[config.mk]
export PLATFORM = sky130hd
export DESIGN_NAME = auto_exposure_gain_step_core
export DESIGN_NICKNAME = d
export VERILOG_FILES = /design/src/hdl/aegs_pkg.sv /design/src/hdl/aegs_alu.sv /design/src/hdl/auto_exposure_gain_step_core.sv
export VERILOG_INCLUDE_DIRS = /design/src /design/src/hdl
export SDC_FILE = /design/constraint.sdc
export NUM_CORES = 2
export LEC_CHECK = 0
export ABC_AREA = 1
export BUFFER_PORTS_ARGS = -buffer_cell sky130_fd_sc_hd__buf_2
export CAP_MARGIN = 20
export CORE_UTILIZATION = 54
export CTS_CLUSTER_DIAMETER = 120
export DETAILED_ROUTE_END_ITERATION = 12
export GPL_TIMING_DRIVEN = 0
export PLACE_DENSITY = 0.69
export SETUP_SLACK_MARGIN = 0.15
export SLEW_MARGIN = 40
export SYNTH_ARGS = -nofsm -noshare
export SYNTH_HDL_FRONTEND = slang
export SYNTH_SLANG_ARGS = --single-unit
[constraint.sdc]
create_clock -name clk_i -period 14.33 [get_ports clk_i]
set_input_delay 2.1495 -clock clk_i [delete_from_list [all_inputs] [get_ports clk_i]]
set_output_delay 2.1495 -clock clk_i [all_outputs]
set_load 0.005 [all_outputs]
[src/hdl/assert_macros.svh]
// Assertion helpers included by the controller core.
`ifndef ASSERT_MACROS_SVH
`define ASSERT_MACROS_SVH

// Property checked on every rising clock edge, off while reset is asserted.
`define AEGS_ASSERT(label, prop, msg) \
  label: assert property (@(posedge clk_i) disable iff (!rst_ni) (prop)) else $error(msg);

// Implication form built on the macro above.
`define AEGS_ASSERT_IMPL(label, ante, cons, msg) \
  `AEGS_ASSERT(label, (ante) |-> (cons), msg)

// Next-cycle implication form built on the first macro.
`define AEGS_ASSERT_NEXT(label, ante, cons, msg) \
  `AEGS_ASSERT(label, (ante) |=> (cons), msg)

`endif

[src/hdl/aegs_pkg.sv]
package aegs_pkg;

  // Fraction bits of the luma fixed-point format.
  localparam int LumaFracBits = 8;

  localparam int LumaW  = 16;
  localparam int IsoW   = 16;
  localparam int ExpW   = 25;
  localparam int CfgW   = 30;
  localparam int ErrW   = 24;
  localparam int QuoW   = 32;
  localparam int RootW  = 20;
  localparam int RadW   = 2 * RootW;
  localparam int SremW  = RootW + 2;
  localparam int ProdW  = IsoW + RootW;
  localparam int AluW   = 24;
  localparam int CntW   = 5;
  localparam int CfgIdxW = 3;
  localparam int SettleW = 3;

  localparam int InW    = 16;
  localparam int OutUsedW = IsoW + ExpW + 1;
  localparam int OutW   = 48;
  localparam int OutPadW = OutW - OutUsedW;

  localparam logic [LumaW-1:0] LumaHalf    = LumaW'(1 << (LumaFracBits - 1));
  localparam logic [ExpW-1:0]  MainsNs     = 25'd10_000_000;
  localparam logic [ExpW-1:0]  ExpoCapNs   = 25'd33_000_000;
  localparam logic [ErrW-1:0]  BandLo      = 24'd60948;
  localparam logic [ErrW-1:0]  BandHi      = 24'd70124;
  localparam logic [ErrW-1:0]  ErrMax      = 24'hFF_FFFF;
  localparam logic [IsoW-1:0]  IsoStart    = 16'd400;
  localparam logic [SettleW-1:0] SettleItems = 3'd6;
  localparam logic [LumaW-1:0] TargetReset = 16'd30720;

  typedef enum logic [CfgIdxW-1:0] {
    CfgIsoMin = 3'd0,
    CfgIsoMax = 3'd1,
    CfgExpMin = 3'd2,
    CfgExpMax = 3'd3,
    CfgTarget = 3'd4
  } cfg_idx_e;

  // Result of the shared subtract-and-compare unit.
  typedef struct packed {
    logic            ge;
    logic [AluW-1:0] diff;
  } alu_res_t;

endpackage

[src/hdl/aegs_alu.sv]
module aegs_alu (
  input  logic [aegs_pkg::AluW-1:0] a_i,
  input  logic [aegs_pkg::AluW-1:0] b_i,
  output aegs_pkg::alu_res_t        res_o
);
  import aegs_pkg::*;

  logic [AluW:0] full;

  // One subtraction gives both the difference and the a >= b decision.
  assign full       = {1'b0, a_i} - {1'b0, b_i};
  assign res_o.ge   = ~full[AluW];
  assign res_o.diff = full[AluW-1:0];

endmodule

[src/hdl/auto_exposure_gain_step_core.sv]
// Auto exposure and gain controller, stepped once per frame. Each input item
// is the mean luma of one frame (unsigned 8.8); each item returns exactly one
// result item holding the current ISO gain, the exposure time in nanoseconds
// and a flag that tells whether either changed since the previous result.
// The block takes one item at a time and deasserts s_axis_tready_o until the
// item has been worked off. An item that is skipped (limits not set, a dark
// frame, or a frame inside the settling window) passes through an upkeep step
// and a step that loads the result. An item whose error lands inside the dead
// band takes the upkeep step, a 32-step restoring division for the luma error,
// one band check and the load. An item that is acted on runs, after the
// division and the band check, a 20-step square root through the same single
// shared 24-bit subtract-and-compare unit, then multiplies, rounds and clamps
// the gain, steps the exposure and clamps it again, and loads the result in a
// last step. s_axis_tready_o rises in the cycle the result is loaded, so a new
// item is accepted only once the previous one is through. The result sits
// in an output register, so the next item can be accepted while it waits
// for m_axis_tready_i; an item that finishes while that register is still
// full waits in its last step until the register frees. Configuration
// registers are written through the cfg port and must only change while no
// item is in flight.
module auto_exposure_gain_step_core (
  input  logic                          clk_i,
  input  logic                          rst_ni,
  // Input stream. tdata: mean_luma[15:0].
  input  logic                          s_axis_tvalid_i,
  output logic                          s_axis_tready_o,
  input  logic [aegs_pkg::InW-1:0]      s_axis_tdata_i,
  // Result stream. tdata: iso[15:0], exposure_ns[40:16], changed[41], zeros.
  output logic                          m_axis_tvalid_o,
  input  logic                          m_axis_tready_i,
  output logic [aegs_pkg::OutW-1:0]     m_axis_tdata_o,
  // Configuration write port.
  input  logic                          cfg_we_i,
  input  logic [aegs_pkg::CfgIdxW-1:0]  cfg_idx_i,
  input  logic [aegs_pkg::CfgW-1:0]     cfg_wdata_i
);
  import aegs_pkg::*;

`include "assert_macros.svh"

  typedef enum logic [3:0] {
    StIdle,
    StUpkeep,
    StDiv,
    StBand,
    StSqrt,
    StMul,
    StRound,
    StStep,
    StFix,
    StDone
  } state_e;

  // Clamp a candidate gain into [lo, hi]; the lower limit wins on overlap.
  function automatic logic [IsoW-1:0] clamp_iso(input logic [RootW-1:0] v,
                                                input logic [IsoW-1:0]  lo,
                                                input logic [IsoW-1:0]  hi);
    logic [RootW-1:0] t;
    t = (v > RootW'(hi)) ? RootW'(hi) : v;
    if (t < RootW'(lo)) t = RootW'(lo);
    return t[IsoW-1:0];
  endfunction

  // Clamp an exposure into [lo, hi], then apply the hard frame-time cap.
  function automatic logic [ExpW-1:0] clamp_exp(input logic [CfgW-1:0] v,
                                                input logic [CfgW-1:0] lo,
                                                input logic [CfgW-1:0] hi);
    logic [CfgW-1:0] t;
    t = (v > hi) ? hi : v;
    if (t < lo) t = lo;
    if (t > CfgW'(ExpoCapNs)) t = CfgW'(ExpoCapNs);
    return t[ExpW-1:0];
  endfunction

  // Configuration registers.
  logic [IsoW-1:0]  iso_min_q, iso_max_q;
  logic [CfgW-1:0]  exp_min_q, exp_max_q;
  logic [LumaW-1:0] target_q;

  always_ff @(posedge clk_i or negedge rst_ni) begin
    if (!rst_ni) begin
      iso_min_q <= '0;
      iso_max_q <= '0;
      exp_min_q <= '0;
      exp_max_q <= '0;
      target_q  <= TargetReset;
    end else if (cfg_we_i) begin
      unique case (cfg_idx_i)
        CfgIsoMin: iso_min_q <= cfg_wdata_i[IsoW-1:0];
        CfgIsoMax: iso_max_q <= cfg_wdata_i[IsoW-1:0];
        CfgExpMin: exp_min_q <= cfg_wdata_i;
        CfgExpMax: exp_max_q <= cfg_wdata_i;
        CfgTarget: target_q  <= cfg_wdata_i[LumaW-1:0];
        default: ;
      endcase
    end
  end

  // Controller state and datapath registers.
  state_e              state_q, state_d;
  logic [LumaW-1:0]    luma_q, luma_d;
  logic [IsoW-1:0]     gain_q, gain_d, prev_gain_q, prev_gain_d;
  logic [ExpW-1:0]     exp_q, exp_d, prev_exp_q, prev_exp_d;
  logic [SettleW-1:0]  settle_q, settle_d;
  logic                dirty_q, dirty_d;
  logic [LumaW-1:0]    rem_q, rem_d;
  logic [QuoW-1:0]     div_q, div_d;
  logic [ErrW-1:0]     err_q, err_d;
  logic [SremW-1:0]    sr_q, sr_d;
  logic [RadW-1:0]     sqv_q, sqv_d;
  logic [RootW-1:0]    root_q, root_d;
  logic [ProdW-1:0]    prod_q, prod_d;
  logic [CntW-1:0]     cnt_q, cnt_d;
  logic                out_valid_q, out_valid_d;
  logic [IsoW-1:0]     out_iso_q, out_iso_d;
  logic [ExpW-1:0]     out_exp_q, out_exp_d;
  logic                out_chg_q, out_chg_d;

  // Shared subtract-and-compare unit: division steps, then square root steps.
  logic [AluW-1:0] alu_a, alu_b;
  alu_res_t        alu_res;

  always_comb begin
    if (state_q == StDiv) begin
      alu_a = AluW'({rem_q, div_q[QuoW-1]});
      alu_b = AluW'(luma_q);
    end else begin
      alu_a = {sr_q, sqv_q[RadW-1 -: 2]};
      alu_b = AluW'({root_q, 2'b01});
    end
  end

  aegs_alu u_alu (
    .a_i   (alu_a),
    .b_i   (alu_b),
    .res_o (alu_res)
  );

  logic                out_free;
  logic                skip_item;
  logic [SettleW-1:0]  settle_dec;
  logic [ErrW-1:0]     err_sat;
  logic [ProdW-1:0]    prod_rnd;
  logic [ExpW:0]       exp_sum;

  assign out_free = ~out_valid_q | m_axis_tready_i;

  always_comb begin
    state_d     = state_q;
    luma_d      = luma_q;
    gain_d      = gain_q;
    exp_d       = exp_q;
    prev_gain_d = prev_gain_q;
    prev_exp_d  = prev_exp_q;
    settle_d    = settle_q;
    dirty_d     = dirty_q;
    rem_d       = rem_q;
    div_d       = div_q;
    err_d       = err_q;
    sr_d        = sr_q;
    sqv_d       = sqv_q;
    root_d      = root_q;
    prod_d      = prod_q;
    cnt_d       = cnt_q;
    out_valid_d = out_valid_q & ~m_axis_tready_i;
    out_iso_d   = out_iso_q;
    out_exp_d   = out_exp_q;
    out_chg_d   = out_chg_q;

    skip_item  = (iso_max_q == '0) || (exp_max_q == '0) || (luma_q <= LumaHalf);
    settle_dec = (settle_q != '0) ? settle_q - 1'b1 : settle_q;
    err_sat    = (div_q > QuoW'(ErrMax)) ? ErrMax : div_q[ErrW-1:0];
    prod_rnd   = prod_q + ProdW'(1 << 15);
    exp_sum    = {1'b0, exp_q} + {1'b0, MainsNs};

    unique case (state_q)
      StIdle: begin
        if (s_axis_tvalid_i) begin
          luma_d  = s_axis_tdata_i[LumaW-1:0];
          state_d = StUpkeep;
        end
      end

      StUpkeep: begin
        // Limit upkeep runs on every item and never marks a change.
        if (iso_max_q != '0) begin
          gain_d = clamp_iso((gain_q == '0) ? RootW'(IsoStart) : RootW'(gain_q),
                             iso_min_q, iso_max_q);
        end
        if (exp_max_q != '0) begin
          exp_d = clamp_exp(CfgW'(exp_q), exp_min_q, exp_max_q);
        end
        prev_gain_d = gain_d;
        prev_exp_d  = exp_d;
        if (skip_item) begin
          state_d = StDone;
        end else if (settle_dec != '0) begin
          settle_d = settle_dec;
          state_d  = StDone;
        end else begin
          settle_d = SettleItems;
          rem_d    = '0;
          div_d    = {target_q, 16'b0};
          cnt_d    = CntW'(QuoW - 1);
          state_d  = StDiv;
        end
      end

      StDiv: begin
        // Restoring division: one quotient bit per cycle, MSB first.
        rem_d = alu_res.ge ? alu_res.diff[LumaW-1:0] : alu_a[LumaW-1:0];
        div_d = {div_q[QuoW-2:0], alu_res.ge};
        cnt_d = cnt_q - 1'b1;
        if (cnt_q == '0) state_d = StBand;
      end

      StBand: begin
        err_d = err_sat;
        if (err_sat > BandLo && err_sat < BandHi) begin
          state_d = StDone;
        end else begin
          sr_d    = '0;
          sqv_d   = {err_sat, 16'b0};
          root_d  = '0;
          cnt_d   = CntW'(RootW - 1);
          state_d = StSqrt;
        end
      end

      StSqrt: begin
        // Digit-by-digit square root: one root bit per cycle.
        sr_d   = alu_res.ge ? alu_res.diff[SremW-1:0] : alu_a[SremW-1:0];
        root_d = {root_q[RootW-2:0], alu_res.ge};
        sqv_d  = {sqv_q[RadW-3:0], 2'b00};
        cnt_d  = cnt_q - 1'b1;
        if (cnt_q == '0) state_d = StMul;
      end

      StMul: begin
        prod_d  = ProdW'(gain_q) * ProdW'(root_q);
        state_d = StRound;
      end

      StRound: begin
        // Round half up, then clamp into the gain limits.
        gain_d  = clamp_iso(prod_rnd[ProdW-1:16], iso_min_q, iso_max_q);
        state_d = StStep;
      end

      StStep: begin
        // With the gain pinned at a limit, the exposure takes the step.
        if (gain_q >= iso_max_q && err_q >= BandHi) begin
          exp_d = (exp_sum > {1'b0, ExpoCapNs}) ? ExpoCapNs : exp_sum[ExpW-1:0];
        end else if (gain_q <= iso_min_q && err_q <= BandLo) begin
          exp_d = (exp_q > MainsNs) ? exp_q - MainsNs : exp_q >> 1;
        end
        state_d = StFix;
      end

      StFix: begin
        if (exp_max_q != '0) begin
          exp_d = clamp_exp(CfgW'(exp_q), exp_min_q, exp_max_q);
        end
        if (gain_q != prev_gain_q || exp_d != prev_exp_q) dirty_d = 1'b1;
        state_d = StDone;
      end

      StDone: begin
        if (out_free) begin
          out_valid_d = 1'b1;
          out_iso_d   = gain_q;
          out_exp_d   = exp_q;
          out_chg_d   = dirty_q;
          dirty_d     = 1'b0;
          state_d     = StIdle;
        end
      end

      default: state_d = StIdle;
    endcase
  end

  always_ff @(posedge clk_i or negedge rst_ni) begin
    if (!rst_ni) begin
      state_q     <= StIdle;
      luma_q      <= '0;
      gain_q      <= '0;
      exp_q       <= MainsNs;
      prev_gain_q <= '0;
      prev_exp_q  <= '0;
      settle_q    <= '0;
      dirty_q     <= 1'b1;
      rem_q       <= '0;
      div_q       <= '0;
      err_q       <= '0;
      sr_q        <= '0;
      sqv_q       <= '0;
      root_q      <= '0;
      prod_q      <= '0;
      cnt_q       <= '0;
      out_valid_q <= 1'b0;
      out_iso_q   <= '0;
      out_exp_q   <= '0;
      out_chg_q   <= 1'b0;
    end else begin
      state_q     <= state_d;
      luma_q      <= luma_d;
      gain_q      <= gain_d;
      exp_q       <= exp_d;
      prev_gain_q <= prev_gain_d;
      prev_exp_q  <= prev_exp_d;
      settle_q    <= settle_d;
      dirty_q     <= dirty_d;
      rem_q       <= rem_d;
      div_q       <= div_d;
      err_q       <= err_d;
      sr_q        <= sr_d;
      sqv_q       <= sqv_d;
      root_q      <= root_d;
      prod_q      <= prod_d;
      cnt_q       <= cnt_d;
      out_valid_q <= out_valid_d;
      out_iso_q   <= out_iso_d;
      out_exp_q   <= out_exp_d;
      out_chg_q   <= out_chg_d;
    end
  end

  assign s_axis_tready_o = (state_q == StIdle);
  assign m_axis_tvalid_o = out_valid_q;
  assign m_axis_tdata_o  = {{OutPadW{1'b0}}, out_chg_q, out_exp_q, out_iso_q};

  `AEGS_ASSERT(a_settle_range, settle_q <= SettleItems, "settle count out of range")
  `AEGS_ASSERT(a_exp_cap, exp_q <= ExpoCapNs, "exposure above frame-time cap")
  `AEGS_ASSERT_NEXT(a_accept_starts, s_axis_tvalid_i && s_axis_tready_o,
                    state_q == StUpkeep, "accepted item did not start upkeep")
  `AEGS_ASSERT_IMPL(a_result_from_done, $rose(out_valid_q), $past(state_q == StDone),
                    "result loaded outside the done step")
  `AEGS_ASSERT_NEXT(a_flag_cleared, state_q == StDone && out_free,
                    !dirty_q && state_q == StIdle, "changed flag not cleared on report")

endmodule

==> flow_metrics.py <==
metrics = {
    "outcome": {
        "status": "completed",
    },
    "placement": {
        "gp_congestion": 0.9585,
        "port_buffers": 97,
        "dpl.hpwl_um": 85640,
    },
    "sta": {
        "min_period_ns": 8.299,
        "skew_ns": 0.03787,
        "tns_ns": 0,
        "rsz0062_at_grt": "false",
        "finalHoldViolations": 0,
        "period_share_pct": 57.91,
        "tightestPinTransition_ns": 0.9070,
        "fmax_ghz": 0.1205,
        "final_max_slew_viol_count": 0,
        "slew-limit-headroom_pct": 39.54,
        "setup_viol": 0,
    },
    "logic_synthesis": {
        "synth_cell_types": 61,
        "synth.area.top_cells": "dfrtp_1, fa_1, nand2_1",
        "ys_ff_latch": 421,
        "yosysTopAreaCell": "dfrtp_1",
        "syn_area_per_cell_um2": 7.649,
        "yosysWarnings": 0,
        "netlist_instances": 4706,
        "synth_flop_cell": "dfrtp_1",
        "synth_top_area_share_pct": 28.36,
        "synth_area_um2": 36000,
        "yosysSeqAreaShare_pct": 29.31,
        "synth_edf_count": 0,
        "async_flop_share_pct": 100.0,
    },
    "clock_network": {
        "clockBufferDepth": 3,
        "post_cts_buffers": 0,
        "post_cts_resized": 0,
        "holdBufCountCts": 0,
        "htreeDepth": 2,
        "clk_pin_slew_worst_paths_ns": 0.07,
        "clkLatencyLatePin_ns": 0.61,
        "numCtsBuffers": 49,
        "cts_root_buffer": "clkbuf_16",
        "cts_sinks": 421,
        "cts_tree": "yes",
    },
    "detailed_routing": {
        "first_pass_iters": 6,
        "postRouteAntennaNets": 0,
        "drtIter0Drc": 2948,
        "via_per_inst": 5.570,
        "via_count": 32170,
        "wire_per_inst_um": 18.63,
        "wl_um": 107600,
        "drcViolationCount": 0,
    },
    "power": {
        "clkPwrFrac_pct": 18.0,
        "p_int_uw": 3647,
        "sw_frac_of_total_pct": 48.90,
        "p_leak_uw": 0.02045,
        "p_seq_share_pct": 26.6,
        "power_frac_comb_pct": 55.4,
        "irDropWorstVdd_mv": 0.1687,
        "p_switching_uw": 3491,
        "power_density_nw_per_um2": 181.1,
    },
    "cells_and_area": {
        "area_delta_synth_final_pct": 9.528,
        "layout_common_cells": "nand2_1, inv_1, o21ai_0",
        "drive_above_1_share_pct": 5.642,
        "final_util_pct": 59.86,
        "nets": 5457,
        "layout_commonest_cell": "nand2_1",
    },
    "worst_setup_path": {
        "startpoint_type": "register",
        "arrival_ns": 8.78,
        "cp_slowest_stage_delay_ns": 0.74,
        "worstSetupPathType": "reg -> reg",
        "cp_slowest_cell": "dfrtp_1",
        "crit_required_ns": 14.81,
        "critical_path.max_fanout": 10,
        "end_kind": "register",
    },
    "global_routing": {
        "grt_pass1_wl_um": 171000,
        "gr-total-overflow": 0,
        "grt_use_total_pct": 32.31,
        "grt_max_degree": 75,
        "antenna_found_initial": 2,
        "grt_pass1_vias": 31400,
    },
    "floorplanning": {
        "core_area_um2": 65860,
        "start_util_pct": 54.65,
        "fp.dieArea_um2": 67700,
        "die_w_um": 260.2,
        "ios": 104,
        "row_count": 94,
        "die_y_um": 260.2,
    },
    "job": {
        "maxCapViolCount": 0,
    },
    "worst_hold_path": {
        "hold_class": "reg -> reg",
    },
}
metrics by stage:
| stage | setup WS (ns) | power [uW] | hold slack, ns | std cells | area (um2) |
|---|---|---|---|---|---|
| 2_1_floorplan | 7.925 | 4551 | 0.4465 | 4716 | 36030 |
| 3_3_place_gp | 2.556 | 5711 | 0.4610 | 5677 | 37600 |
| 3_5_place_dp | 5.997 | 5773 | 0.4673 | 5683 | 37780 |
| 4_1_cts | 5.925 | 7085 | 0.4778 | 5774 | 39420 |
| 5_1_grt | 5.687 | 7732 | 0.4985 | 5774 | 39420 |
| 6_report | 6.031 | 7138 | 0.4757 | 5775 | 39430 |
worst max-delay path: cells and delay by family, from the launching register on:
family / cells / cell delay (ns)
buf+inv: 8 / 1.37
compound gates: 7 / 1.85
fa+ha+maj: 7 / 3.44
xor+xnor: 1 / 0.18
simple gates: 5 / 0.57
flops: 1 / 0.74
power groups by stage:
stage                     sequential (uW)  combinational [uW]  clock (uW)
after detailed placement             1900                3870           0
after global routing                 1940                4450        1350
after global placement               1890                3820           0
after floorplan                      1800                2750           0
after CTS                            1890                3900        1300
final                                1900                3950        1290
routing by layer:
layer	wire [um]	vias up	GRT usage [%]
li1	-	15340	-
met3	8046	188	4.386
met5	10	-	0
met2	48830	1164	52.10
met4	3321	2	9.909
met1	47410	15470	45.16
flip-flops by register name, indices dropped and copies added, names as in the netlist, 4 cells and up:
signal	cells
div_q	32
exp_max_q	30
exp_min_q	30
exp_q	25
out_exp_q	25
prev_exp_q	25
err_q	24
sqv_q	24
sr_q	22
prod_q	21
root_q	20
gain_q	16
iso_max_q	16
iso_min_q	16
luma_q	16
out_iso_q	16
prev_gain_q	16
rem_q	16
target_q	16
cnt_q	5
state_q	4
cell families after synthesis:
family                     after synthesis  share of synthesized area, %
and+or+nand+nor                       1721                         19.37
buffers and inverters                 1028                         10.90
AOI/OAI and AO/OA                      890                         13.77
adders and majority gates              533                         23.74
DFF                                    421                         29.31
xor gates and xnor gates                87                         2.117
muxes                                   25                        0.7821
other                                    1                       0.01042
cells in the mapped netlist, types with 3 or more instances:
master	instances
a31oi_1	52
o21bai_1	6
buf_6	3
clkinv_1	8
nor2_1	248
o21ai_1	13
o211ai_1	39
inv_2	3
a21boi_0	5
dfstp_2	13
buf_4	10
dfrtp_1	408
a21oi_1	175
mux2_2	25
nand2_2	7
nand4_1	43
xor2_1	50
o31ai_1	4
ha_1	283
a22oi_1	9
nor4_1	22
o221ai_1	11
nand3b_1	5
and2_1	3
buf_2	3
xnor2_1	37
nand2_1	1193
nor3_1	26
o221a_2	3
o21a_1	13
o21ai_2	4
o22ai_1	59
nand3_1	152
nand2_4	3
or2_2	8
fa_1	250
inv_1	766
a21o_1	3
clkbuf_1	225
nor2_2	3
buf_1	10
o21ai_0	472
a211oi_1	7
o2111ai_1	3
area by class of cell:
class | count | area (um2)
repair buffers | 103 | 660.6
multi-input cells | 3267 | 21560
clock inverters | 20 | 211.5
flip-flops and latches | 421 | 10550
inverters | 777 | 2917
fillers | 6201 | 26440
well taps | 864 | 1081
plain buffers | 251 | 1007
diodes | 1 | 2.502
clock buffers | 71 | 1430
path summary, 6_finish.rpt:
path	cells after the start	to	from	slack (ns)
worst min register to register	2	out_exp_q[13]	out_exp_q[13]	0.48
max in group asynchronous	4	target_q[14]	rst_ni	11.56
worst min-delay path	2	out_exp_q[13]	out_exp_q[13]	0.48
worst max register to register	28	prod_q[29]	gain_q[1]	6.03
min in group asynchronous	1	out_exp_q[23]	rst_ni	1.42
worst max-delay path	28	prod_q[29]	gain_q[1]	6.03
Power figures use the tool's default switching activity.
